--- src/sync_frame_encoder_unwrap_assert.svh ---
// Assertion macros for the sync frame encoder unwrap block.
// No dependencies; compiled out when SYNTHESIS is defined.
`ifndef SYNC_FRAME_ENCODER_UNWRAP_ASSERT_SVH
`define SYNC_FRAME_ENCODER_UNWRAP_ASSERT_SVH
`ifndef SYNTHESIS
`define SFEU_ASSERT_IMP(lbl, clk, rstn, ante, cons) \
  lbl: assert property (@(posedge clk) disable iff (!rstn) (ante) |-> (cons)) \
    else $error("sfeu assertion failed");
`define SFEU_ASSERT_NXT(lbl, clk, rstn, ante, cons) \
  lbl: assert property (@(posedge clk) disable iff (!rstn) (ante) |=> (cons)) \
    else $error("sfeu assertion failed");
`else
`define SFEU_ASSERT_IMP(lbl, clk, rstn, ante, cons)
`define SFEU_ASSERT_NXT(lbl, clk, rstn, ante, cons)
`endif
`endif

--- src/sfeu_pkg.sv ---
// Shared types and constants for the sync frame encoder unwrap block.
// No dependencies.
package sfeu_pkg;

  localparam int unsigned POS_W      = 32;
  localparam int unsigned DELTA_W    = 15;
  localparam int unsigned READING_W  = 16;
  localparam logic [7:0]  SYNC_BYTE  = 8'hFF;
  localparam logic [2:0]  LAST_IDX   = 3'd4;
  localparam logic [15:0] READING_OFS = 16'h8000;

  typedef struct packed {
    logic [3:0][7:0] data;
    logic            sum_ok;
  } frame_t;

  typedef struct packed {
    logic full;
    logic empty;
  } fifo_stat_t;

endpackage

--- src/sfeu_parser.sv ---
// Front end: sync detection, byte collection and checksum check.
// Depends on sfeu_pkg.
module sfeu_parser import sfeu_pkg::*; (
  input  logic       clk_i,
  input  logic       rst_ni,
  input  logic       accept_i,
  input  logic [7:0] rx_byte_i,
  output logic       push_o,
  output frame_t     frame_o
);

  logic            prev_sync_q, prev_sync_d;
  logic            in_frame_q, in_frame_d;
  logic [2:0]      idx_q, idx_d;
  logic [3:0][7:0] bytes_q, bytes_d;
  logic [7:0]      sum;
  logic            is_sync;

  assign is_sync = (rx_byte_i == SYNC_BYTE);
  assign sum     = bytes_q[0] + bytes_q[1] + bytes_q[2] + bytes_q[3];

  always_comb begin
    prev_sync_d = prev_sync_q;
    in_frame_d  = in_frame_q;
    idx_d       = idx_q;
    bytes_d     = bytes_q;
    push_o      = 1'b0;
    if (accept_i) begin
      if (is_sync && prev_sync_q) begin
        in_frame_d = 1'b1;
        idx_d      = '0;
      end else begin
        prev_sync_d = is_sync;
        if (in_frame_q) begin
          if (idx_q < LAST_IDX) begin
            bytes_d[idx_q[1:0]] = rx_byte_i;
            idx_d               = idx_q + 3'd1;
          end else begin
            push_o      = 1'b1;
            prev_sync_d = 1'b0;
            in_frame_d  = 1'b0;
            idx_d       = '0;
          end
        end
      end
    end
  end

  assign frame_o.data   = bytes_q;
  assign frame_o.sum_ok = (sum == rx_byte_i);

  always_ff @(posedge clk_i or negedge rst_ni) begin
    if (!rst_ni) begin
      prev_sync_q <= 1'b0;
      in_frame_q  <= 1'b0;
      idx_q       <= '0;
    end else begin
      prev_sync_q <= prev_sync_d;
      in_frame_q  <= in_frame_d;
      idx_q       <= idx_d;
    end
  end

  always_ff @(posedge clk_i) begin
    bytes_q <= bytes_d;
  end

endmodule

--- src/sfeu_fifo.sv ---
// Two-entry frame queue between parser and unwrap stage.
// Depends on sfeu_pkg.
module sfeu_fifo import sfeu_pkg::*; (
  input  logic       clk_i,
  input  logic       rst_ni,
  input  logic       push_i,
  input  frame_t     wdata_i,
  input  logic       pop_i,
  output frame_t     rdata_o,
  output fifo_stat_t stat_o
);

  frame_t     mem_q [2];
  logic       wr_ptr_q, rd_ptr_q;
  logic [1:0] cnt_q;

  assign stat_o.full  = (cnt_q == 2'd2);
  assign stat_o.empty = (cnt_q == 2'd0);
  assign rdata_o      = mem_q[rd_ptr_q];

  always_ff @(posedge clk_i or negedge rst_ni) begin
    if (!rst_ni) begin
      wr_ptr_q <= 1'b0;
      rd_ptr_q <= 1'b0;
      cnt_q    <= '0;
    end else begin
      if (push_i) wr_ptr_q <= ~wr_ptr_q;
      if (pop_i) rd_ptr_q <= ~rd_ptr_q;
      cnt_q <= cnt_q + {1'b0, push_i} - {1'b0, pop_i};
    end
  end

  always_ff @(posedge clk_i) begin
    if (push_i) mem_q[wr_ptr_q] <= wdata_i;
  end

endmodule

--- src/sfeu_unwrap.sv ---
// Back end: encoder readings, wrapped deltas, accumulators, output register.
// Depends on sfeu_pkg.
module sfeu_unwrap import sfeu_pkg::*; (
  input  logic                      clk_i,
  input  logic                      rst_ni,
  input  frame_t                    frame_i,
  input  fifo_stat_t                stat_i,
  output logic                      pop_o,
  output logic                      out_valid_o,
  input  logic                      out_ready_i,
  output logic                      frame_ok_o,
  output logic signed [31:0]        position_a_o,
  output logic signed [31:0]        position_b_o,
  output logic signed [DELTA_W-1:0] delta_a_o,
  output logic signed [DELTA_W-1:0] delta_b_o
);

  logic                       first_q, first_d;
  logic [READING_W-1:0]       last_q [2];
  logic [READING_W-1:0]       last_d [2];
  logic signed [POS_W-1:0]    acc_q [2];
  logic signed [POS_W-1:0]    acc_d [2];
  logic signed [DELTA_W-1:0]  delta [2];
  logic [READING_W-1:0]       reading [2];
  logic [READING_W-1:0]       diff [2];
  logic                       valid_q, valid_d;
  logic                       ok_q;
  logic signed [DELTA_W-1:0]  dlt_q [2];

  assign pop_o = !stat_i.empty && (!valid_q || out_ready_i);

  always_comb begin
    first_d = first_q;
    for (int i = 0; i < 2; i++) begin
      reading[i] = READING_OFS - {frame_i.data[2*i], frame_i.data[2*i+1]};
      diff[i]    = reading[i] - last_q[i];
      delta[i]   = '0;
      last_d[i]  = last_q[i];
      acc_d[i]   = acc_q[i];
      if (pop_o && frame_i.sum_ok) begin
        last_d[i] = reading[i];
        if (!first_q) begin
          delta[i] = diff[i][DELTA_W-1:0];
          acc_d[i] = acc_q[i] + POS_W'(delta[i]);
        end
      end
    end
    if (pop_o && frame_i.sum_ok) first_d = 1'b0;
    valid_d = pop_o ? 1'b1 : (out_ready_i ? 1'b0 : valid_q);
  end

  always_ff @(posedge clk_i or negedge rst_ni) begin
    if (!rst_ni) begin
      first_q <= 1'b1;
      valid_q <= 1'b0;
      for (int i = 0; i < 2; i++) begin
        last_q[i] <= '0;
        acc_q[i]  <= '0;
      end
    end else begin
      first_q <= first_d;
      valid_q <= valid_d;
      for (int i = 0; i < 2; i++) begin
        last_q[i] <= last_d[i];
        acc_q[i]  <= acc_d[i];
      end
    end
  end

  always_ff @(posedge clk_i) begin
    if (pop_o) begin
      ok_q     <= frame_i.sum_ok;
      dlt_q[0] <= delta[0];
      dlt_q[1] <= delta[1];
    end
  end

  assign out_valid_o  = valid_q;
  assign frame_ok_o   = ok_q;
  assign position_a_o = 32'(acc_q[0]);
  assign position_b_o = 32'(acc_q[1]);
  assign delta_a_o    = dlt_q[0];
  assign delta_b_o    = dlt_q[1];

endmodule

--- src/sync_frame_encoder_unwrap.sv ---
// Sync frame parser with encoder delta unwrap: one rx byte in, a result per frame.
// The checksum byte queues the frame; unwrap pops it and registers the result.
// Throughput: one byte per cycle; the two-entry frame queue lets the parser run
// while the output register is stalled, tready drops only when the queue is full.
// Reset: rst_ni asynchronous active low; parser idle, first frame pending,
// readings and positions zero, queue and output empty. Uses sfeu_pkg and submodules.
`include "sync_frame_encoder_unwrap_assert.svh"
module sync_frame_encoder_unwrap import sfeu_pkg::*; (
  input  logic        clk_i,
  input  logic        rst_ni,
  input  logic        s_axis_tvalid,
  output logic        s_axis_tready,
  input  logic [7:0]  s_axis_tdata,   // [7:0] rx_byte
  output logic        m_axis_tvalid,
  input  logic        m_axis_tready,
  output logic [95:0] m_axis_tdata    // [0] frame_ok, [32:1] position_a,
                                      // [64:33] position_b, [79:65] delta_a,
                                      // [94:80] delta_b, [95] zero
);

  logic                      accept, push, pop;
  frame_t                    wframe, rframe;
  fifo_stat_t                stat;
  logic                      frame_ok;
  logic signed [31:0]        position_a, position_b;
  logic signed [DELTA_W-1:0] delta_a, delta_b;

  assign s_axis_tready = !stat.full;
  assign accept        = s_axis_tvalid && s_axis_tready;

  sfeu_parser u_parser (
    .clk_i     (clk_i),
    .rst_ni    (rst_ni),
    .accept_i  (accept),
    .rx_byte_i (s_axis_tdata),
    .push_o    (push),
    .frame_o   (wframe)
  );

  sfeu_fifo u_fifo (
    .clk_i   (clk_i),
    .rst_ni  (rst_ni),
    .push_i  (push),
    .wdata_i (wframe),
    .pop_i   (pop),
    .rdata_o (rframe),
    .stat_o  (stat)
  );

  sfeu_unwrap u_unwrap (
    .clk_i        (clk_i),
    .rst_ni       (rst_ni),
    .frame_i      (rframe),
    .stat_i       (stat),
    .pop_o        (pop),
    .out_valid_o  (m_axis_tvalid),
    .out_ready_i  (m_axis_tready),
    .frame_ok_o   (frame_ok),
    .position_a_o (position_a),
    .position_b_o (position_b),
    .delta_a_o    (delta_a),
    .delta_b_o    (delta_b)
  );

  assign m_axis_tdata = {1'b0, delta_b, delta_a, position_b, position_a, frame_ok};

  `SFEU_ASSERT_IMP(a_no_push_full, clk_i, rst_ni, stat.full, !push)
  `SFEU_ASSERT_IMP(a_err_zero_delta, clk_i, rst_ni, m_axis_tvalid && !frame_ok, ~|{delta_b, delta_a})
  `SFEU_ASSERT_NXT(a_push_reaches_queue, clk_i, rst_ni, push && !pop, !stat.empty)

endmodule
--- config.mk ---
export PLATFORM = sky130hd
export DESIGN_NAME = sync_frame_encoder_unwrap
export DESIGN_NICKNAME = d
export VERILOG_FILES = /design/src/sfeu_pkg.sv /design/src/sfeu_parser.sv /design/src/sfeu_fifo.sv /design/src/sfeu_unwrap.sv /design/src/sync_frame_encoder_unwrap.sv
export VERILOG_INCLUDE_DIRS = /design/src /design/src/src
export SDC_FILE = /design/constraint.sdc
export NUM_CORES = 1
export LEC_CHECK = 0
export ABC_AREA = 1
export ABC_CLOCK_PERIOD_IN_PS = 10750
export BUFFER_PORTS_ARGS = -buffer_cell sky130_fd_sc_hd__buf_4
export CAP_MARGIN = 10
export CORE_UTILIZATION = 67
export CTS_CLUSTER_DIAMETER = 60
export DETAILED_ROUTE_END_ITERATION = 7
export GPL_TIMING_DRIVEN = 0
export HOLD_SLACK_MARGIN = 0.15
export PLACE_DENSITY = 0.9
export SYNTH_ARGS = -nofsm -noshare
export SYNTH_HDL_FRONTEND = slang
export SYNTH_HIERARCHICAL = 1
export SYNTH_SLANG_ARGS = --single-unit
--- constraint.sdc ---
create_clock -name clk_i -period 10.75 [get_ports clk_i]
set_input_delay 2.15 -clock clk_i [delete_from_list [all_inputs] [get_ports clk_i]]
set_output_delay 2.15 -clock clk_i [all_outputs]
set_load 0.03 [all_outputs]
==> flow_summary.toml, run 1 <==
[global_routing]
first_global_vias = 13590
grt_usage_pct = 35.63
grt_overflow = 0
use_met1_pct = 41.42
top_usage_layer = "met2"
met3_usage_pct = 4.030
grt_start_max_net_pins = 68
grt.met2_usage_pct = 65.45
grt_pass1_wl_mm = 66.39
grt_antenna_before_repair = 0

[placed_design]
dpl_cell_area_sq_mm = 0.01662
pre_cts_slack_ns = 5.166
gp_congestion = 0.9826
dp_hpwl_mm = 31.38
portBuffers = 108

[clocking]
cts_resized = 0
cts-root-buf = "clkbuf_16"
cts_sinks = 230
cts_tree = "built"
clk_pin_slew_ns = 0.07
holdBufCountCts = 0
worstSkewPairLatency_ns = 0.55
postCtsSetupRepairBufs = 0
cts.htree.levels = 1
cts.path.max_buffers = 3
cts_made_buffers = 26

[logic_synthesis]
avgSynthCellArea_sq_um = 7.880
yosys_warnings = 6
netlist_instances = 1953
netlist_area_sq_mm = 0.01539
synth_fp_nets = 2091

[sta]
worst_slew_pin_slew_ns = 1.221
report.final.slew_viol_count = 0
hold_viol_final = 0
timing.fmax_mhz = 169.8
slew_headroom_pct = 18.51
setup_slack_ns = 4.862
fin_skew_ns = 0.009981
min_period_ns = 5.888
rsz0062_at_grt = "false"
setup_viol = 0
whs_ns = 0.4821
setup_tns_ns = 0
layout_worst_path_cycle_share_pct = 54.77

[floorplanning]
fp-row-count = 55
die-area_sq_mm = 0.02358
start_util_pct = 68.18
io_pins = 110
die_w_microns = 153.6
fp.coreArea_sq_mm = 0.02257
chipHeight_microns = 153.6

[run]
maxCapViolCount = 0

[worst_setup_path]
cp.arrival_ns = 6.32
ff2ff_path_depth = 27
crit_fanout = 17
crit_type = "register to register"
cp-end-kind = "register"
cp.required_ns = 11.18
regToRegSetupSlack_ns = 4.86
critPathLaunchType = "register"

[cells_and_area]
nets = 2229
area_delta_synth_final_pct = 13.71
drive_gt1_share_pct = 10.56
final_area_sq_mm = 0.01750
multi_input_area_sq_mm = 0.007776
seqCellArea_sq_mm = 0.006382
fillers = 1581
diodes = 0

[routing]
ant_nets = 0
routed_wirelength_mm = 41.33
drc = 0
drtIter0Drc = 1197
vias = 13630
post_drt_wl_per_cell_microns = 17.25
via_per_inst = 5.689
detail_route.first_pass.iterations = 5

[min_path]
min_path_type = "register to register"
holdPathStages = 2

[status]
outcome = "finished clean"
-- metrics by stage --
stage	cells	util [%]
final	2396	77.53
after global routing	2396	77.53
after CTS	2396	77.53
after detailed placement	2348	73.63
after global placement	2346	73.35
after floorplan	1953	-
-- registers in the layout, summed over array words and instances, names as in the netlist --
register	flops
u_unwrap/position_b_o	32
u_unwrap/last_q	30
u_parser/in_frame_q	1
u_unwrap/frame_ok_o	1
u_fifo/cnt_q	2
u_fifo/rd_ptr_q	1
u_fifo/mem_q	62
u_fifo/wr_ptr_q	1
u_unwrap/dlt_q	30
u_unwrap/first_q	1
u_parser/idx_q	3
u_parser/frame_o	32
u_unwrap/out_valid_o	1
u_unwrap/position_a_o	32
u_parser/prev_sync_q	1
-- critical path: stages (launching register included) --
cell and delay, ns:
dfrtp_1 0.42, clkbuf_1 0.37, o21ai_0 0.45, nor4_1 0.68, nand4_1 0.24, or2_0 0.25, nand2_1 0.09, inv_1 0.06
ha_1 0.33, nand2_1 0.08, nor2_1 0.13, inv_1 0.05, nor2_1 0.10, nand2_1 0.06, nand2_1 0.08, inv_1 0.04
nand2_1 0.08, nand2_2 0.09, inv_1 0.49, ha_1 0.42, a21oi_1 0.19, o21ai_0 0.17, a21oi_1 0.30, nor2_1 0.09
nor2_1 0.22, nand3b_1 0.12, nand3_1 0.10, nand2_1 0.06
-- final timing paths --
check,startpoint,to
max,u_fifo/rd_ptr_q,u_unwrap/position_a_o[30]
min,u_unwrap/first_q,u_unwrap/first_q
max reg2reg,u_fifo/rd_ptr_q,u_unwrap/position_a_o[30]
min reg2reg,u_unwrap/first_q,u_unwrap/first_q
max in group asynchronous,rst_ni,u_unwrap/first_q
min in group asynchronous,rst_ni,u_unwrap/position_b_o[23]
-- final cells by class --
type / instances / share of cell area [%]
Sequential cell: 230 / 36.47
Clock buffer: 27 / 3.739
Timing Repair Buffer: 110 / 4.905
Inverter: 287 / 6.156
Clock inverter: 21 / 1.287
Tap cell: 285 / 2.038
Multi-Input combinational cell: 1405 / 44.44
Buffer: 31 / 0.9653
-- layout by cell type (no fill, tap or decap), types with 6 or more instances in the layout --
cell type	count
nor3_1	11
xnor2_1	30
nand2_2	9
nor2_2	10
o21ai_1	21
o21ai_0	108
ha_1	108
nor2_1	159
o21bai_1	11
buf_4	110
nand3b_1	23
nand3_1	101
nand2_1	581
clkbuf_16	26
and2_1	6
buf_2	6
inv_1	281
nand4_1	14
a21o_1	8
dfrtp_1	104
or2_2	6
edfxtp_1	125
xor2_1	36
clkbuf_1	16
fa_1	18
a21oi_1	100
-- per-layer routing --
layer | wire, microns | part of all wire (%)
met1 | 15700 | 38
met2 | 21260 | 51
met3 | 2535 | 6.1
met4 | 1837 | 4.4
met5 | 0 | 0
Power of run 1 is left out: the tool's default activity adds up to more than one toggle a clock period on the data nets, which glitch-free logic cannot reach.
==> inputs of run 2 (changes only) <==
ABC_CLOCK_PERIOD_IN_PS = 4800   (was 10750)
CORE_UTILIZATION = 56   (was 67)
PLACE_DENSITY = 0.81   (was 0.9)
clock period = 4.8 ns   (was 10.75 ns; I/O delays follow)
==> run 2 against run 1 <==
Compared with the run above: the run now ends with negative setup slack left; worst hold slack lost 0.21 ns; clock skew grew 0.0038 ns; global-route usage shrank 5.2 points; final cell count grew 5.8%; routed wire length grew 11%; sequential share of layout area shrank 4.6 points; die area grew 19%; utilization shrank 3.2 points; design area grew 15%; non-clock buffer count grew 81; sequential cell count is the same; highest routed layer unchanged.
==> flow_summary.toml, run 2 (same netlist as run 1, synthesis figures left out) <==
[global_routing]
grt_pass1_wl_mm = 68.32
grt_antenna_before_repair = 0
grt_usage_pct = 30.42
grt_overflow = 0
grt_start_max_net_pins = 79
first_global_vias = 13900

[floorplanning]
die_w_microns = 167.8
io_pins = 110
fp.coreArea_sq_mm = 0.02695
chipHeight_microns = 167.8
die-area_sq_mm = 0.02815
start_util_pct = 57.10
fp-row-count = 60

[cells_and_area]
final_util_pct = 74.36
final_area_sq_mm = 0.02004
final_common_cell = "nand2_1"
diodes = 0
final_cell_count_no_fill = 2536
area_delta_synth_final_pct = 30.22
final_cell_mix = "525 x nand2_1, 256 x inv_1, 179 x buf_4, 125 x edfxtp_1, 124 x nor2_1"
top_register = "u_fifo/mem_q"
largest_reg_flops = 62
nets = 2312
drive_gt1_share_pct = 26.29
fillers = 1881

[clocking]
cts.path.max_buffers = 3
worstSkewPairLatency_ns = 0.56
cts_made_buffers = 27
cts_tree = "built"
cts_sinks = 230
holdBufCountCts = 0
cts.htree.levels = 1
clk_pin_slew_ns = 0.06
cts-root-buf = "clkbuf_16"

[sta]
hold_viol_final = 0
setup_viol = 12
timing.fmax_mhz = 201.7
min_period_ns = 4.958
setup_slack_ns = -0.1578
layout_worst_path_cycle_share_pct = 103.3
fin_skew_ns = 0.01378
rsz0062_at_grt = "true"
slew_headroom_pct = 42.15
report.final.slew_viol_count = 0
worst_slew_pin_slew_ns = 0.8656

[worst_setup_path]
critPathLaunchType = "register"
cp.arrival_ns = 5.38
crit_fanout = 9
critPathMaxStageDelay_ns = 0.43
cp-end-kind = "register"
cp_common_cell = "nand2_1"
cp.required_ns = 5.22
slowest_stage = "dfrtp_1"
crit_type = "register to register"
ff2ff_path_depth = 29

[placed_design]
gp_congestion = 0.9656
dp_hpwl_mm = 31.10
post-place-cells = 2404
dpl_cell_area_sq_mm = 0.01669
portBuffers = 108

[routing]
routed_wirelength_mm = 45.69
ant_nets = 0
drc = 0
vias = 14320
drtIter0Drc = 960
post_drt_wl_per_cell_microns = 18.01
via_per_inst = 5.645
detail_route.first_pass.iterations = 5

[status]
outcome = "finished with violations"
failed_checks = "negative setup slack"

[run]
maxCapViolCount = 0

[min_path]
min_path_type = "input pin to asynchronous set/reset pin"
## run 2: routing by layer
| layer | wire length, microns | vias up | GRT usage, % |
|---|---|---|---|
| li1 | - | 6769 | - |
| met1 | 17310 | 6814 | 34.93 |
| met2 | 23370 | 544 | 56.50 |
| met3 | 2144 | 188 | 3.456 |
| met4 | 2865 | 0 | 14.16 |
| met5 | 0 | - | 0 |
## run 2: path summary, 6_finish.rpt
path	from	end	slack, ns
max	u_fifo/rd_ptr_q	u_unwrap/position_a_o[16]	-0.16
min	rst_ni	u_unwrap/position_b_o[26]	0.28
max reg2reg	u_fifo/rd_ptr_q	u_unwrap/position_a_o[16]	-0.16
min reg2reg	u_unwrap/first_q	u_unwrap/first_q	0.47
max in group asynchronous	rst_ni	u_unwrap/first_q	3.77
min in group clk_i	u_unwrap/first_q	u_unwrap/first_q	0.47
## run 2: repair_timing
item | in CTS | in global routing
resized for setup | 202 | 210
buffers inserted | 47 | 33
setup endpoints to repair | 37 | 39
cloned | 2 | 0
pin swaps | 67 | 129
## run 2: per-stage QoR
stage	setup WS, ns	hold WS, ns	setup TNS, ns
6_report	-0.1578	0.2764	-0.6296
5_1_grt	-0.3910	0.2874	-9.495
4_1_cts	0.0001541	0.2743	0
3_5_place_dp	-0.8258	0.4605	-20.47
3_3_place_gp	-0.6943	0.4521	-16.23
2_1_floorplan	0.3597	0.4450	0
## run 2: area by class of cell
class / instances / area (sq um) / share of cell area, %
clock inverter: 20 / 188.9 / 0.9427
sequential: 230 / 6382 / 31.85
tap: 341 / 426.7 / 2.129
inverter: 287 / 1087 / 5.425
timing repair buffer: 191 / 1578 / 7.873
clock buffer: 30 / 706.9 / 3.527
multi-input combinational: 1405 / 9484 / 47.32
buffer: 31 / 178.9 / 0.8928
timing repair inverter: 1 / 7.507 / 0.03746
## run 2: worst max-delay path, delay by kind of cell, from the launching register on
| family | cells | cell delay, ns |
|---|---|---|
| flip-flops | 1 | 0.43 |
| AO/OA/AOI/OAI | 5 | 0.95 |
| XOR/XNOR | 2 | 0.59 |
| buffers and inverters | 7 | 1.06 |
| AND/OR/NAND/NOR | 13 | 1.20 |
| adder cells (fa/ha/maj) | 2 | 0.56 |
Power of run 2 is left out for the same reason.
